==> config.mk <==
export PLATFORM = sky130hd
export DESIGN_NAME = wave_table_sound_channel_core
export DESIGN_NICKNAME = d
export VERILOG_FILES = /design/src/sv/wtsc_pkg.sv /design/src/sv/wtsc_ram.sv /design/src/sv/wtsc_ctrl.sv /design/src/sv/wtsc_dp.sv /design/src/sv/wave_table_sound_channel_core.sv
export SDC_FILE = /design/constraint.sdc
export NUM_CORES = 1
export LEC_CHECK = 0
export ABC_AREA = 1
export CAP_MARGIN = 0
export CORE_ASPECT_RATIO = 0.75
export CORE_MARGIN = 2
export CORE_UTILIZATION = 55
export CTS_BUF_LIST = sky130_fd_sc_hd__clkbuf_4
export CTS_CLUSTER_DIAMETER = 60
export DETAILED_ROUTE_END_ITERATION = 6
export DONT_BUFFER_PORTS = 1
export GPL_TIMING_DRIVEN = 0
export HOLD_SLACK_MARGIN = 0.15
export PLACE_DENSITY = 0.81
export SLEW_MARGIN = 15
export SYNTH_ARGS = -nofsm -noshare
export SYNTH_HDL_FRONTEND = slang
export SYNTH_SLANG_ARGS = --single-unit
==> constraint.sdc <==
create_clock -name i_clk -period 10.9 [get_ports i_clk]
set_input_delay 0.545 -clock i_clk [delete_from_list [all_inputs] [get_ports i_clk]]
set_output_delay 0.545 -clock i_clk [all_outputs]
set_load 0.03 [all_outputs]
==> src/sv/wtsc_pkg.sv <==
// Package for the wave-table sound channel: types, codes, constants and helpers.
package wtsc_pkg;

    localparam int RAM_BYTES = 32;
    localparam int RAM_AW    = $clog2(RAM_BYTES);
    localparam int CLK_W     = 10;

    typedef enum logic [2:0] {
        M_TICK    = 3'd0,
        M_LENCLK  = 3'd1,
        M_REG_WR  = 3'd2,
        M_REG_RD  = 3'd3,
        M_RAM_WR  = 3'd4,
        M_RAM_RD  = 3'd5,
        M_DISABLE = 3'd6,
        M_LEN_RST = 3'd7
    } t_mode;

    localparam logic [3:0] REG_CTRL = 4'd0;
    localparam logic [3:0] REG_LEN  = 4'd1;
    localparam logic [3:0] REG_VOL  = 4'd2;
    localparam logic [3:0] REG_PLO  = 4'd3;
    localparam logic [3:0] REG_PHI  = 4'd4;

    typedef enum logic [2:0] {
        S_IDLE,
        S_STEP,
        S_FETCH,
        S_LEVEL,
        S_RAMRD,
        S_RAMCAP,
        S_EXEC,
        S_OUT
    } t_state;

    typedef struct packed {
        logic load;
        logic step;
        logic fetch;
        logic level;
        logic ram_rd;
        logic ram_cap;
        logic exec;
        logic out_load;
    } t_cmd;

    typedef struct packed {
        logic playing;
        logic expire;
        logic rem_zero;
        logic clk_zero;
        logic out_free;
    } t_sts;

    // Scale a sample by the volume shift (shift code 0 mutes), or by 3/4 when forced.
    function automatic logic [3:0] scale_level(input logic [3:0] smp, input logic [1:0] sv,
                                               input logic ftq);
        logic [5:0] t;
        t = {2'b00, smp} + {1'b0, smp, 1'b0};
        if (ftq) scale_level = t[5:2];
        else if (sv == 2'd0) scale_level = 4'd0;
        else scale_level = smp >> (sv - 2'd1);
    endfunction

    // Timer reload, (2048 - period) * 2 in 13 bits.
    function automatic logic [12:0] reload_of(input logic [10:0] per);
        logic [11:0] d;
        d = 12'd2048 - {1'b0, per};
        reload_of = {d, 1'b0};
    endfunction

endpackage

==> src/sv/wtsc_ram.sv <==
// Generic single-port RAM with registered read.
module wtsc_ram #(
    parameter int W = 8,
    parameter int D = 32
) (
    input  logic                 i_clk,
    input  logic                 i_we,
    input  logic [$clog2(D)-1:0] i_addr,
    input  logic [W-1:0]         i_wdata,
    output logic [W-1:0]         o_rdata
);
    logic [W-1:0] r_mem [D];

    always_ff @(posedge i_clk) begin
        if (i_we) r_mem[i_addr] <= i_wdata;
        o_rdata <= r_mem[i_addr];
    end
endmodule

==> src/sv/wtsc_ctrl.sv <==
// Controller state machine for the wave-table sound channel.
module wtsc_ctrl (
    input  logic            i_clk,
    input  logic            i_rst_n,
    input  logic            i_valid,
    input  logic [2:0]      i_mode,
    input  wtsc_pkg::t_sts  i_sts,
    output logic            o_stall,
    output wtsc_pkg::t_cmd  o_cmd
);
    wtsc_pkg::t_state r_state, n_state;
    logic accept;

    assign accept = i_valid && (r_state == wtsc_pkg::S_IDLE);

    always_ff @(posedge i_clk) begin
        if (!i_rst_n) r_state <= wtsc_pkg::S_IDLE;
        else r_state <= n_state;
    end

    always_comb begin
        n_state = r_state;
        unique case (r_state)
            wtsc_pkg::S_IDLE: begin
                if (i_valid) begin
                    if (i_mode == wtsc_pkg::M_TICK)
                        n_state = i_sts.playing ? wtsc_pkg::S_STEP : wtsc_pkg::S_OUT;
                    else if (i_mode == wtsc_pkg::M_RAM_RD) n_state = wtsc_pkg::S_RAMRD;
                    else n_state = wtsc_pkg::S_EXEC;
                end
            end
            wtsc_pkg::S_STEP: begin
                if (i_sts.expire) n_state = wtsc_pkg::S_FETCH;
                else if (i_sts.rem_zero) n_state = wtsc_pkg::S_LEVEL;
            end
            wtsc_pkg::S_FETCH:
                n_state = i_sts.clk_zero ? wtsc_pkg::S_LEVEL : wtsc_pkg::S_STEP;
            wtsc_pkg::S_LEVEL:  n_state = wtsc_pkg::S_OUT;
            wtsc_pkg::S_RAMRD:  n_state = wtsc_pkg::S_RAMCAP;
            wtsc_pkg::S_RAMCAP: n_state = wtsc_pkg::S_OUT;
            wtsc_pkg::S_EXEC:   n_state = wtsc_pkg::S_OUT;
            wtsc_pkg::S_OUT:    if (i_sts.out_free) n_state = wtsc_pkg::S_IDLE;
            default:            n_state = wtsc_pkg::S_IDLE;
        endcase
    end

    always_comb begin
        o_cmd          = '0;
        o_cmd.load     = accept;
        o_cmd.step     = (r_state == wtsc_pkg::S_STEP);
        o_cmd.fetch    = (r_state == wtsc_pkg::S_FETCH);
        o_cmd.level    = (r_state == wtsc_pkg::S_LEVEL);
        o_cmd.ram_rd   = (r_state == wtsc_pkg::S_RAMRD);
        o_cmd.ram_cap  = (r_state == wtsc_pkg::S_RAMCAP);
        o_cmd.exec     = (r_state == wtsc_pkg::S_EXEC);
        o_cmd.out_load = (r_state == wtsc_pkg::S_OUT) && i_sts.out_free;
        o_stall        = (r_state != wtsc_pkg::S_IDLE);
    end
endmodule

==> src/sv/wtsc_dp.sv <==
// Datapath for the wave-table sound channel: channel state, sample RAM, result register.
module wtsc_dp #(
    parameter int MAX_TICK_CLOCKS = 1023
) (
    input  logic           i_clk,
    input  logic           i_rst_n,
    input  wtsc_pkg::t_cmd i_cmd,
    input  logic [2:0]     i_mode,
    input  logic [9:0]     i_clock_count,
    input  logic [3:0]     i_address,
    input  logic [7:0]     i_write_data,
    input  logic           i_stall,
    output wtsc_pkg::t_sts o_sts,
    output logic           o_valid,
    output logic [7:0]     o_read_data,
    output logic [3:0]     o_sample_out,
    output logic [3:0]     o_output_level,
    output logic           o_channel_enabled
);
    localparam int CW = wtsc_pkg::CLK_W;
    localparam int AW = wtsc_pkg::RAM_AW;
    localparam logic [CW-1:0] SAT =
        (MAX_TICK_CLOCKS > 1023) ? {CW{1'b1}} : CW'(MAX_TICK_CLOCKS);

    logic r_play, r_dac, r_bank, r_two, r_ftq, r_lact, r_win, r_fired;
    logic [1:0]  r_sv;
    logic [10:0] r_per;
    logic [8:0]  r_len;
    logic [12:0] r_tmr;
    logic [5:0]  r_pos;
    logic [3:0]  r_held, r_lvl;
    logic [2:0]  r_mode;
    logic [CW-1:0] r_clk;
    logic [3:0]  r_addr;
    logic [7:0]  r_data, r_rd;
    logic [wtsc_pkg::RAM_BYTES-1:0] r_vld;
    logic        r_qv;

    logic [12:0] take, tmr_after;
    logic [CW-1:0] rem;
    logic [5:0]  pos_nx;
    logic [AW-1:0] fetch_idx, acc_idx, ram_addr;
    logic        allowed, ram_we;
    logic [7:0]  ram_q, byte_q;
    logic [10:0] per_hi;

    assign take      = ({3'b000, r_clk} < r_tmr) ? {3'b000, r_clk} : r_tmr;
    assign tmr_after = r_tmr - take;
    assign rem       = r_clk - take[CW-1:0];
    assign pos_nx    = r_two ? (r_pos + 6'd1) : {1'b0, r_pos[4:0] + 5'd1};
    assign fetch_idx = r_two ? pos_nx[5:1] : {r_bank, pos_nx[4:1]};
    assign acc_idx   = r_play ? r_pos[5:1] : {~r_bank, r_addr};
    assign allowed   = !r_play || r_win;
    assign ram_addr  = i_cmd.step ? fetch_idx : acc_idx;
    assign ram_we    = i_cmd.exec && (r_mode == wtsc_pkg::M_RAM_WR) && allowed;
    assign byte_q    = r_qv ? ram_q : 8'h00;
    assign per_hi    = {r_data[2:0], r_per[7:0]};

    wtsc_ram #(.W(8), .D(wtsc_pkg::RAM_BYTES)) u_ram (
        .i_clk   (i_clk),
        .i_we    (ram_we),
        .i_addr  (ram_addr),
        .i_wdata (r_data),
        .o_rdata (ram_q)
    );

    assign o_sts.playing  = r_play;
    assign o_sts.expire   = (tmr_after == 13'd0);
    assign o_sts.rem_zero = (rem == '0);
    assign o_sts.clk_zero = (r_clk == '0);
    assign o_sts.out_free = !o_valid || !i_stall;

    always_ff @(posedge i_clk) begin
        if (!i_rst_n) begin
            r_play <= 1'b0; r_dac <= 1'b0; r_bank <= 1'b0; r_two <= 1'b0;
            r_sv <= 2'd0; r_ftq <= 1'b0; r_per <= '0; r_len <= '0; r_lact <= 1'b0;
            r_tmr <= '0; r_pos <= '0; r_held <= '0; r_lvl <= '0; r_win <= 1'b0;
            r_vld <= '0; r_fired <= 1'b0; o_valid <= 1'b0; r_qv <= 1'b0;
        end else begin
            r_qv <= r_vld[ram_addr];
            if (ram_we) r_vld[ram_addr] <= 1'b1;
            if (o_valid && !i_stall) o_valid <= 1'b0;
            if (i_cmd.load) begin
                r_mode  <= i_mode;
                r_clk   <= (i_clock_count > SAT) ? SAT : i_clock_count;
                r_addr  <= i_address;
                r_data  <= i_write_data;
                r_rd    <= 8'h00;
                r_fired <= 1'b0;
            end
            if (i_cmd.step) begin
                r_clk <= rem;
                if (tmr_after == 13'd0) begin
                    r_tmr   <= wtsc_pkg::reload_of(r_per);
                    r_pos   <= pos_nx;
                    r_fired <= 1'b1;
                    r_win   <= 1'b1;
                end else begin
                    r_tmr <= tmr_after;
                    r_win <= 1'b0;
                end
            end
            if (i_cmd.fetch) r_held <= r_pos[0] ? byte_q[3:0] : byte_q[7:4];
            if (i_cmd.level && r_fired) r_lvl <= wtsc_pkg::scale_level(r_held, r_sv, r_ftq);
            if (i_cmd.ram_cap) r_rd <= allowed ? byte_q : 8'hFF;
            if (i_cmd.exec) begin
                unique case (r_mode)
                    wtsc_pkg::M_LENCLK: begin
                        if (r_lact && r_len != 9'd0) begin
                            r_len <= r_len - 9'd1;
                            if (r_len == 9'd1) begin
                                r_play <= 1'b0;
                                r_lvl  <= 4'd0;
                            end
                        end
                    end
                    wtsc_pkg::M_REG_WR: begin
                        unique case (r_addr)
                            wtsc_pkg::REG_CTRL: begin
                                r_dac  <= r_data[7];
                                r_bank <= r_data[6];
                                r_two  <= r_data[5];
                                r_play <= r_play && r_data[7];
                            end
                            wtsc_pkg::REG_LEN: r_len <= 9'd256 - {1'b0, r_data};
                            wtsc_pkg::REG_VOL: begin
                                r_sv  <= r_data[6:5];
                                r_ftq <= r_data[7];
                                r_lvl <= wtsc_pkg::scale_level(r_held, r_data[6:5], r_data[7]);
                            end
                            wtsc_pkg::REG_PLO: r_per <= {r_per[10:8], r_data};
                            wtsc_pkg::REG_PHI: begin
                                r_per  <= per_hi;
                                r_lact <= r_data[6];
                                if (r_data[7]) begin
                                    r_play <= r_dac;
                                    if (r_dac) r_lvl <= wtsc_pkg::scale_level(r_held, r_sv, r_ftq);
                                    r_tmr <= wtsc_pkg::reload_of(per_hi) + 13'd6;
                                    if (r_len == 9'd0) r_len <= 9'd256;
                                    r_pos <= '0;
                                end
                            end
                            default: ;
                        endcase
                    end
                    wtsc_pkg::M_REG_RD: begin
                        unique case (r_addr)
                            wtsc_pkg::REG_CTRL: r_rd <= {r_dac, r_bank, r_two, 5'd0};
                            wtsc_pkg::REG_VOL:  r_rd <= {r_ftq, r_sv, 5'd0};
                            wtsc_pkg::REG_PHI:  r_rd <= {1'b0, r_lact, 6'd0};
                            default:            r_rd <= 8'h00;
                        endcase
                    end
                    wtsc_pkg::M_DISABLE: begin
                        r_play <= 1'b0; r_dac <= 1'b0; r_bank <= 1'b0; r_two <= 1'b0;
                        r_sv <= 2'd0; r_ftq <= 1'b0; r_per <= '0; r_lact <= 1'b0;
                        r_pos <= '0; r_held <= '0; r_lvl <= '0; r_tmr <= 13'd4096;
                    end
                    wtsc_pkg::M_LEN_RST: r_len <= '0;
                    default: ;
                endcase
            end
            if (i_cmd.out_load) o_valid <= 1'b1;
        end
    end

    always_ff @(posedge i_clk) begin
        if (i_cmd.out_load) begin
            o_read_data       <= r_rd;
            o_sample_out      <= r_play ? r_lvl : 4'd0;
            o_output_level    <= r_lvl;
            o_channel_enabled <= r_play;
        end
    end
endmodule

==> src/sv/wave_table_sound_channel_core.sv <==
// Top level of the wave-table sound channel: controller, datapath and sample RAM.
//
//  channel | valid   | stall   | payload
//  --------+---------+---------+-------------------------------------------------
//  input   | i_valid | o_stall | i_mode, i_clock_count, i_address, i_write_data
//  result  | o_valid | i_stall | o_read_data, o_sample_out, o_output_level,
//          |         |         | o_channel_enabled
//
// Sequencing: one item at a time. A register, length, RAM write or disable item passes
// through the execute state, a RAM read through the read and capture states, a tick on
// a stopped channel straight to the output state, and a tick on a playing channel through
// the timer step loop (a sample RAM fetch after each timer expiry) and the level state.
// Reset: synchronous, active low; channel state and o_valid clear, and every RAM byte reads as zero
// until written (one valid bit per byte).
// Stalls: a finished result waits in the output register; the next item is taken
// once that result has been moved to the output register.
module wave_table_sound_channel_core #(
    parameter int MAX_TICK_CLOCKS = 1023
) (
    input  logic       i_clk,
    input  logic       i_rst_n,
    input  logic       i_valid,
    output logic       o_stall,
    input  logic [2:0] i_mode,
    input  logic [9:0] i_clock_count,
    input  logic [3:0] i_address,
    input  logic [7:0] i_write_data,
    output logic       o_valid,
    input  logic       i_stall,
    output logic [7:0] o_read_data,
    output logic [3:0] o_sample_out,
    output logic [3:0] o_output_level,
    output logic       o_channel_enabled
);
    wtsc_pkg::t_cmd cmd;
    wtsc_pkg::t_sts sts;

    // Sequence each item: decode, step the timer and fetch, read the RAM or execute, then hand off the result.
    wtsc_ctrl u_ctrl (
        .i_clk   (i_clk),
        .i_rst_n (i_rst_n),
        .i_valid (i_valid),
        .i_mode  (i_mode),
        .i_sts   (sts),
        .o_stall (o_stall),
        .o_cmd   (cmd)
    );

    // Hold channel state, sample RAM and the result register.
    wtsc_dp #(.MAX_TICK_CLOCKS(MAX_TICK_CLOCKS)) u_dp (
        .i_clk             (i_clk),
        .i_rst_n           (i_rst_n),
        .i_cmd             (cmd),
        .i_mode            (i_mode),
        .i_clock_count     (i_clock_count),
        .i_address         (i_address),
        .i_write_data      (i_write_data),
        .i_stall           (i_stall),
        .o_sts             (sts),
        .o_valid           (o_valid),
        .o_read_data       (o_read_data),
        .o_sample_out      (o_sample_out),
        .o_output_level    (o_output_level),
        .o_channel_enabled (o_channel_enabled)
    );
endmodule
==> out/metrics.yaml <==
status: "completed"
die_x_um: 218
ir_drop_uv: 272
hp-start: "i_mode[2]"
cp.required_ps: 11600
clk_latency_ps: 820
cts_resized: 0
synthArstFlopShare_pct: 0
coreArea_um2: 33600
grt_pass1_wl_um: 82800
crit_type: "reg2reg"
clk_pin_slew_ps: 70
r2r_setup_slack_ps: 6000
cts_root_buf: "clkbuf_4"
cp_max_fo: 10
fill_cells: 2684
core.rowCount: 58
ys_types: 60
ios: 48
ys_top_cells_by_area: "edfxtp_1, dfxtp_1, nand2_1, a22oi_1, nor2_1"
tightest_slew_ps: 1160
power_leakage_nw: 7.92
period_needed_ps: 4900
vias: 15658
post_cts_buffers: 0
r2r-start: "u_dp.r_tmr[7]"
crit_start: "u_dp.r_tmr[7]"
hpwl_um: 38700
yosysTopAreaCell: "edfxtp_1"
area_growth_pct: 12.5
syn_inst: 1916
syn_area_um2: 18800
ys_seq_area_share_pct: 59.7
rsz0062_at_grt: "false"
syn-num-nets: 1973
post-route-period-util_pct: 45.0
hp-class: "in2reg"
drt_wl_total_um: 54000
grt_max_degree: 36
drc: 0
cts_inserted_buffers: 94
slowest_delay_ps: 420
grt_antenna_before_repair: 1
relSlewSlack_pct: 22.2
crit_top_cell: "nand2_1"
syn_avg_cell_area_um2: 9.82
cts.htree.levels: 3
ctsLongestPathBuffers: 3
clock-sinks: 408
powerDensity_nw_per_um2: 257
max_cap_viol_count: 0
fin_nets: 2109
cts_tree: "done"
ys_ff_latch: 408
drive_gt1_share_pct: 11.5
yosysMostFrequentCell: "nand2_1"
worstPathArrival_ps: 5610
dieHeight_um: 164
numPortBuffers: 0
cp-start-kind: "flip-flop"
yosys_warnings: 0
grtUsageTotal_pct: 30.9
die-area_um2: 35700
crit_slowest_cell: "nor2_1"
setup_viol: 0
synth_top_flop_cell: "edfxtp_1"
fin_tns_setup_ps: 0
yosys.area.top_type_share_pct: 48.8
setup_slack_ps: 6000
cts_hold_buffers: 28
overflow: 0
drv_slew: 0
fmax_mhz: 204
synth-edff-count: 306
grt_pass1_vias: 14820
ant_nets: 0
place_ws_ps: 6250
gp_congestion: 0.999
synthTopCellsByCount: "nand2_1, edfxtp_1, nor2_1"
clock_skew_ps: 67.9
first_pass_iters: 6
avgRoutedWirePerCell_um: 20.9
drt-vias-per-instance: 6.07
start_util_pct: 56.0
drt_iter0_markers: 2460
finalHoldViolations: 0
critPathCaptureType: "flip-flop"
==> cells in the final DEF (no fill, tap or decap), drive strengths merged, types with 4 or more instances in the layout <==
master and n:
nor4 6, a311oi 7, xor2 15, dlygate4sd3 28
nand3b 5, o22ai 7, ha 27, edfxtp 306
o21ai 66, inv 191, a211oi 11, a221oi 4
nor2 196, clkinv 24, a31oi 7, a21oi 135
dfxtp 102, xnor2 7, nor3 37, clkbuf 193
nand2 417, nand4 66, or2 5, o211ai 11
nand3 84, a2111oi 4, buf 24, o21a 16
a22oi 103
==> worst paths after layout <==
kind,endpoint,depth (start not counted)
worst max-delay path,u_dp.r_tmr[7],29
worst min-delay path,u_ctrl.r_state[1],5
worst max register to register,u_dp.r_tmr[7],29
worst min register to register,u_dp.o_read_data[0],0
==> registers in the layout, summed over array words and instances, names as in the netlist, 9 cells and up <==
register	cells
u_dp.u_ram.r_mem	256
u_dp.r_vld	32
u_dp.r_tmr	13
u_dp.r_per	11
u_dp.r_clk	10
u_dp.r_len	9
==> kinds of logic after synthesis <==
family | synth area share (%)
compound gates | 12.8
xor+xnor | 1.02
fa+ha+maj | 1.90
buf+inv | 5.33
flops | 59.7
mux | 0.0532
simple gates | 19.2
==> cell type report <==
type / instances / area, um2 / area share, %
Sequential cell: 408 / 11200 / 53.0
Clock buffer: 147 / 1100 / 5.21
Clock inverter: 26 / 165 / 0.780
Tap cell: 450 / 563 / 2.66
Buffer: 60 / 275 / 1.30
Antenna cell: 1 / 2.50 / 0.0118
Multi-Input combinational cell: 1254 / 6630 / 31.3
Timing Repair Buffer: 40 / 477 / 2.25
Inverter: 194 / 728 / 3.44
==> worst max-delay path, delay by kind of cell, from the launching register on <==
kind | cells | cell delay, ps
buffers and inverters | 8 | 830
flip-flops | 1 | 370
adder cells (fa/ha/maj) | 3 | 720
AO/OA/AOI/OAI | 3 | 930
AND/OR/NAND/NOR | 15 | 1950
==> power by group <==
part | switching [mW] | leakage, nW | total, mW | internal [mW]
logic | 1.62 | 3.59 | 2.30 | 0.683
registers | 0.0900 | 3.59 | 1.87 | 1.78
clock network | 0.615 | 0.748 | 1.28 | 0.661
==> routing by layer <==
metal | GRT usage (%) | share of wire, % | up-vias
li1 | - | - | 7099
met2 | 43.7 | 42 | 970
met1 | 45.1 | 42 | 7451
met5 | 0 | 0 | -
met3 | 8.93 | 13 | 138
met4 | 11.2 | 2.7 | 0
==> metrics by stage <==
step	instance area [um2]	utilization, %	std cells	total power [mW]	hold WS (ps)
final	21200	63.0	2580	5.45	227
after detailed placement	19600	58.3	2377	4.11	447
after CTS	21100	62.9	2578	5.38	168
after global placement	19400	57.7	2366	4.03	444
after global routing	21200	63.0	2580	5.79	300
after floorplan	18800	-	1916	3.44	426
Note: power is estimated with default switching activity, not from simulation.
